<file path="src/design/spq_pkg.sv">
// ----------------------------------------------------------------------------
// spq_pkg
// Shared types and constants for the sorted priority queue.
// ----------------------------------------------------------------------------
`default_nettype none

package spq_pkg;

    localparam int CAPACITY_DEF  = 16;
    localparam int PAYLOAD_BITS  = 32;
    localparam int PRIORITY_BITS = 16;
    localparam int COUNT_BITS    = 5;

    // operation codes
    localparam logic [1:0] OP_INSERT = 2'd0;
    localparam logic [1:0] OP_REMOVE = 2'd1;
    localparam logic [1:0] OP_PEEK   = 2'd2;

    // error codes
    localparam logic [1:0] ERR_NONE  = 2'd0;
    localparam logic [1:0] ERR_FULL  = 2'd1;
    localparam logic [1:0] ERR_EMPTY = 2'd2;

    typedef struct packed {
        logic [1:0]                      operation;
        logic [PAYLOAD_BITS-1:0]         item_data;
        logic signed [PRIORITY_BITS-1:0] item_priority;
    } cmd_t;

    typedef struct packed {
        logic [PAYLOAD_BITS-1:0] result_data;
        logic [1:0]              error_code;
        logic [COUNT_BITS-1:0]   entry_count;
    } result_t;

    typedef struct packed {
        logic [PAYLOAD_BITS-1:0]         data;
        logic signed [PRIORITY_BITS-1:0] prio;
    } entry_t;

    // per-cycle control broadcast to every cell
    typedef struct packed {
        logic ins;
        logic rem;
    } cell_ctrl_t;

endpackage

`default_nettype wire

</file>
<file path="src/design/sorted_priority_queue.sv">
// ----------------------------------------------------------------------------
// sorted_priority_queue
// Bounded max-priority queue kept sorted in a chain of shifting cells.
// ----------------------------------------------------------------------------
// Each beat on cmd is taken when start is high and busy is low; busy stays
// low, so one operation is accepted every clock. Every cell compares its own
// priority with the new key in parallel and then shifts or loads, so
// the result of a beat appears on result, marked by done, in the cycle right
// after it was accepted and lasts exactly one cycle. The receiver cannot hold
// results off. Insert on a full queue returns ERR_FULL, remove or peek on an
// empty queue returns ERR_EMPTY with zero data; equal priorities leave
// last-in first-out.
`default_nettype none

module sorted_priority_queue
    import spq_pkg::*;
#(
    parameter int CAPACITY = CAPACITY_DEF
)
(
    input  wire logic    clk,
    input  wire logic    rst_n,
    input  wire logic    start,
    output      logic    busy,
    input  wire cmd_t    cmd,
    output      logic    done,
    output      result_t result
);

    localparam int CNT_W = $clog2(CAPACITY + 1);
    localparam logic [CNT_W-1:0] CNT_FULL = CNT_W'(CAPACITY);
    localparam logic [CNT_W-1:0] CNT_ONE  = CNT_W'(1);

    logic [CNT_W-1:0] count_reg;
    logic [CNT_W-1:0] count_next;
    logic             done_reg;
    result_t          result_reg;
    result_t          result_next;

    cell_ctrl_t       ctrl;
    entry_t           new_entry;
    entry_t           cell_entry [CAPACITY];
    logic             cell_ge    [CAPACITY];
    logic             accept;

    assign busy   = 1'b0;
    assign accept = start && !busy;

    assign new_entry.data = cmd.item_data;
    assign new_entry.prio = cmd.item_priority;

    always_comb
    begin
        ctrl        = '0;
        count_next  = count_reg;
        result_next = '0;
        if (accept)
        begin
            unique case (cmd.operation) inside
                OP_INSERT:
                begin
                    if (count_reg == CNT_FULL)
                        result_next.error_code = ERR_FULL;
                    else
                    begin
                        ctrl.ins   = 1'b1;
                        count_next = count_reg + CNT_ONE;
                    end
                end
                OP_REMOVE, OP_PEEK:
                begin
                    if (count_reg == '0)
                        result_next.error_code = ERR_EMPTY;
                    else
                    begin
                        result_next.result_data = cell_entry[0].data;
                        if (cmd.operation == OP_REMOVE)
                        begin
                            ctrl.rem   = 1'b1;
                            count_next = count_reg - CNT_ONE;
                        end
                    end
                end
                default:
                begin
                    // unused code: no change
                end
            endcase
            result_next.entry_count = COUNT_BITS'(count_next);
        end
    end

    genvar i;
    generate
        for (i = 0; i < CAPACITY; i++)
        begin : g_cell
            entry_t left_e;
            entry_t right_e;
            logic   left_g;

            if (i == 0)
            begin : g_head
                assign left_e = new_entry;
                assign left_g = 1'b0;
            end
            else
            begin : g_body
                assign left_e = cell_entry[i-1];
                assign left_g = cell_ge[i-1];
            end

            if (i == CAPACITY - 1)
            begin : g_tail
                assign right_e = cell_entry[i];
            end
            else
            begin : g_mid
                assign right_e = cell_entry[i+1];
            end

            spq_cell #(
                .IDX   (i),
                .CNT_W (CNT_W)
            ) u_cell (
                .clk         (clk),
                .ctrl        (ctrl),
                .new_entry   (new_entry),
                .count       (count_reg),
                .left_entry  (left_e),
                .left_ge     (left_g),
                .right_entry (right_e),
                .entry       (cell_entry[i]),
                .ge          (cell_ge[i])
            );
        end
    endgenerate

    always_ff @(posedge clk or negedge rst_n)
    begin
        if (!rst_n)
        begin
            count_reg <= '0;
            done_reg  <= 1'b0;
        end
        else
        begin
            count_reg <= count_next;
            done_reg  <= accept;
        end
    end

    always_ff @(posedge clk)
    begin
        result_reg <= result_next;
    end

    assign done   = done_reg;
    assign result = result_reg;

endmodule

`default_nettype wire

</file>
<file path="src/design/spq_cell.sv">
// ----------------------------------------------------------------------------
// spq_cell
// One slot of the sorted chain: holds an entry, compares it with the new key
// and takes its own value, the new entry, or a neighbor's entry.
// ----------------------------------------------------------------------------
`default_nettype none

module spq_cell
    import spq_pkg::*;
#(
    parameter int IDX   = 0,
    parameter int CNT_W = 5
)
(
    input  wire logic             clk,
    input  wire cell_ctrl_t       ctrl,
    input  wire entry_t           new_entry,
    input  wire logic [CNT_W-1:0] count,
    input  wire entry_t           left_entry,
    input  wire logic             left_ge,
    input  wire entry_t           right_entry,
    output      entry_t           entry,
    output      logic             ge
);

    localparam logic [CNT_W-1:0] MY_IDX = CNT_W'(IDX);

    entry_t entry_reg;
    entry_t entry_next;

    // new key goes at or ahead of this slot (slots past the count always qualify)
    assign ge = (MY_IDX >= count) || (new_entry.prio >= entry_reg.prio);

    always_comb
    begin
        entry_next = entry_reg;
        if (ctrl.ins)
        begin
            if (left_ge)
                entry_next = left_entry;
            else if (ge)
                entry_next = new_entry;
        end
        else if (ctrl.rem)
        begin
            entry_next = right_entry;
        end
    end

    always_ff @(posedge clk)
    begin
        entry_reg <= entry_next;
    end

    assign entry = entry_reg;

endmodule

`default_nettype wire
</file>
<file path="config.mk">
export PLATFORM = sky130hd
export DESIGN_NAME = sorted_priority_queue
export DESIGN_NICKNAME = d
export VERILOG_FILES = /design/src/design/spq_pkg.sv /design/src/design/sorted_priority_queue.sv /design/src/design/spq_cell.sv
export SDC_FILE = /design/constraint.sdc
export NUM_CORES = 2
export LEC_CHECK = 0
export ABC_AREA = 1
export BUFFER_PORTS_ARGS = -buffer_cell sky130_fd_sc_hd__buf_2
export CAP_MARGIN = 25
export CORE_ASPECT_RATIO = 2
export CORE_MARGIN = 10
export CORE_UTILIZATION = 60
export CTS_BUF_LIST = sky130_fd_sc_hd__clkbuf_16
export DETAILED_ROUTE_END_ITERATION = 16
export GPL_ROUTABILITY_DRIVEN = 0
export PLACE_DENSITY = 0.82
export SLEW_MARGIN = 25
export SYNTH_ARGS = -nofsm -noshare
export SYNTH_HDL_FRONTEND = slang
export SYNTH_SLANG_ARGS = --single-unit
</file>
<file path="constraint.sdc">
create_clock -name clk -period 4.7 [get_ports clk]
set_clock_uncertainty 0.1 [all_clocks]
set_input_delay 0.705 -clock clk [delete_from_list [all_inputs] [get_ports clk]]
set_output_delay 0.705 -clock clk [all_outputs]
set_load 0.1 [all_outputs]
</file>
==> results.txt <==
The flow ran to the end, and the final reports show no timing, DRC or antenna violations. The CTS tree is built. The cell area that synthesis handed to floorplanning was 0.0521 mm^2.

The number of design rule violations left after detail routing came out at 0. The finished layout cell area came out at 0.0553 mm^2. Sorting the synthesized cells by area gives the leading types as edfxtp_1, nand2_1, nand4_1, nand3_1, ha_1. The clock latency reported for the late side of the worst-skew pair came out at 0.67 ns. The data arrival time at the worst-slack endpoint came out at 4.01 ns. The arithmetic-cell share of the synthesized area counting full adders, half adders and majority gates is 6.34%. The synthesized netlist contains 40 unique library cells. The static power due to leakage came out at 26.9 nW. Walking the worst path, the cells encountered are nor2_2 -> nand2_2 -> nor2_1 -> nor2_1 -> nand2_1 -> nand2_1 -> nand2_1 -> buf_4 -> clkinv_1 -> o21ai_0 -> nand2_2 -> buf_12.

The core area is 0.0860 mm^2. The predominant post-synthesis flop cell is edfxtp_1. The clock transition at the registers of the reported paths came out at 0.07 ns. Final hold analysis gives a worst-case slack of 0.185 ns. Setup repair after global routing left no endpoint under its margin. The required time of the critical path is 5.01 ns. The wire length after detailed routing came out at 137 mm. The register area share after synthesis is 46.0%.

The worst slew slack as a fraction of its limit came out at 17.6%. By count the netlist is led by nand2_1, inv_1, edfxtp_1. The total via count in the routed design came out at 45.7k. In the final layout, the share of cells above drive strength 1 is 5.68%. The flip-flop count of the largest register, all copies and words added came out at 768.

The count of nets left with antenna violations after detail routing is 0. Once the floorplan was initialized, standard cells occupied 60.6% of the core. Global routing used 26.7% of the available tracks. The most used cell along the critical path is nand2_1. The worst hold path belongs to the class input pin to flip-flop. The overall overflow remaining after global route came out at 0. The library cell with the highest instance count after synthesis is nand2_1. Dividing the detail-routed via count by the number of cells gives 5.90. The number of hold violations in the final report was 0. The maximum root-to-sink buffer count is 3. The total power density per cell area came out at 422 mW/mm^2. The largest net degree at the start of global routing came out at 243. Derived from the worst setup path, the maximum achievable clock frequency is 0.270 GHz. The floorplan die width is 228 um. Cells fill 64.4% of the core in the end. The worst hold path stage count came out at 1.

Adding up every negative setup slack in the final design gives 0 ns. The count of input and output buffers came out at 92. The peak supply drop came out at 0.373 mV. The fraction of synthesized area in multiplexers is 0%.

The H-tree was split into 3 levels. The worst setup path is captured at a flip-flop. The area enclosed by the die boundary is 0.0997 mm^2. The sink count of the clock tree is 813. From synthesis to final layout, the design area changed by 6.19%. The number of enable flip-flop cells after synthesis came out at 768. The basic-gate share of the synthesized area counting and, or, nand and nor cells is 34.3%. The initial antenna violation count is 3. The total count of max-transition violations in the final report came out at 0.

The first-pass GRT wire length is 225 mm. After synthesis, the largest area contributor takes up 44.3% of total cell area. The synthesized netlist devotes 2.70% of its cell area to compound gates.

Of the available clock period, the critical path in the final layout requires 78.7%. The initial detailed-routing violation count is 4581. The via count of the first global-routing pass is 45.9k. The fraction of synthesized cell area in xor and xnor cells came out at 0.0840%.

In the synthesized netlist the async set-or-reset flop fraction comes to 0.738%. The final layout contains 6845 nets. The number of top-level pins is 94.

The number of warnings issued by yosys is 0. The transition at the pin with the smallest max-transition slack is 1.24 ns. The cell taking the most area after synthesis is edfxtp_1. The mean routed wirelength per cell came out at 17.7 um. The largest fanout on the critical path is 37. The worst-case reg-to-reg path depth is 12. The sum of net half-perimeters after detailed placement is 98.3 mm. The number of failing setup endpoints in the final timing report came out at 0.

The placed instance area came out at 0.0530 mm^2. The kind of critical path is flip-flop to flip-flop. Each instance of the synthesized netlist takes up on average 7.71 um^2. The slowest stage of the critical path is the dfrtp_1 cell. The max-cap check violation count came out at 0.

The minimum clock period is 3.70 ns. The reg2reg setup slack is 1.0 ns. TritonCTS created 73 clock buffers. Synthesis produced a netlist whose cell count is 6758. The root buffer cell is clkbuf_16.

The count of TritonRoute iterations in the first routing pass is 6. The delay of the slowest cell on the worst path is 0.50 ns. The worst setup path is launched from a flip-flop. By area, the combinational part of the netlist is dominated by simple AND/OR/NAND/NOR gates. The register bit total from synthesis is 813. The die extent in y is 437 um.

The number of placement rows came out at 152. Synthesis produced a netlist with a net count of 7075.
## per-layer routing
metal / vias to the layer above / part of all wire (%) / routed length (um) / global-route usage [%]
li1: 22000 / - / - / -
met1: 21100 / 36 / 49800 / 29.3
met2: 2125 / 54 / 73500 / 49.8
met3: 422 / 6.5 / 8970 / 3.66
met4: 0 / 3.6 / 4970 / 12.7
met5: - / 0 / 0 / 0
## cell type report
type / instances / area [um^2]
clock inverters: 59 / 450
repair buffers: 199 / 1370
clock buffers: 76 / 1900
diodes: 1 / 2.50
flip-flops and latches: 813 / 24000
fillers: 7164 / 30600
well taps: 1155 / 1450
inverters: 874 / 3290
multi-input cells: 4567 / 22900
## layout by cell type, fill, tap and decap left out, types with 4 or more instances in the layout
cell	n
dfrtp_1	6
buf_2	92
bufinv_16	5
edfxtp_1	768
buf_4	98
buf_12	8
inv_2	6
dfxtp_1	39
xor2_1	4
o21ai_1	25
nor2_1	133
nand3_1	697
o21bai_1	11
nand2_2	10
clkbuf_16	76
ha_1	264
nand4_1	693
nor2_4	14
clkinv_1	18
a21oi_1	94
nand2_1	2456
o21ai_0	96
inv_1	875
nand3_2	29
clkinv_2	16
a21o_1	14
## kinds of logic after synthesis
kind of cell,after synthesis
adders and majority gates,264
xor gates and xnor gates,5
DFF,813
other,1
and+or+nand+nor,4040
buffers and inverters,1378
AOI/OAI and AO/OA,257
## report_power, final
group	switching, W	internal [W]	total, W
Sequential	0.000417	0.00918	0.00959
Combinational	0.00556	0.00210	0.00766
Clock	0.00287	0.00324	0.00612
## critical path, delay by kind of cell, from the launching register on
kind / cells / cell delay, ns
DFF: 1 / 0.50
and+or+nand+nor: 8 / 1.66
buffers and inverters: 3 / 0.84
AOI/OAI and AO/OA: 1 / 0.30
## final timing paths
check | from | to
max | count_reg[4] | g_cell[2].u_cell.entry[39]
min | start | done
max reg2reg | count_reg[4] | g_cell[2].u_cell.entry[39]
min reg2reg | g_cell[0].u_cell.entry[33] | result[24]
max in group asynchronous | rst_n | done
min in group asynchronous | rst_n | count_reg[2]
## per-stage QoR
stage / worst slack [ns] / cells / power (W)
finish: 1.00 / 7744 / 0.0234
global route: 0.819 / 7744 / 0.0246
CTS: 1.12 / 7743 / 0.0233
detailed placement: 0.849 / 7607 / 0.0172
global placement: 0.926 / 7607 / 0.0170
floorplan: 0.222 / 6758 / 0.0154
## what timing repair did
item / in CTS / in global routing
resized for setup: 0 / 0
hold buffers: 1 / 0
setup buffers: 0 / 0
setup endpoints to repair: 0 / 0
endpoints found under the hold margin: 6 / 0
Power figures use the tool's default switching activity.
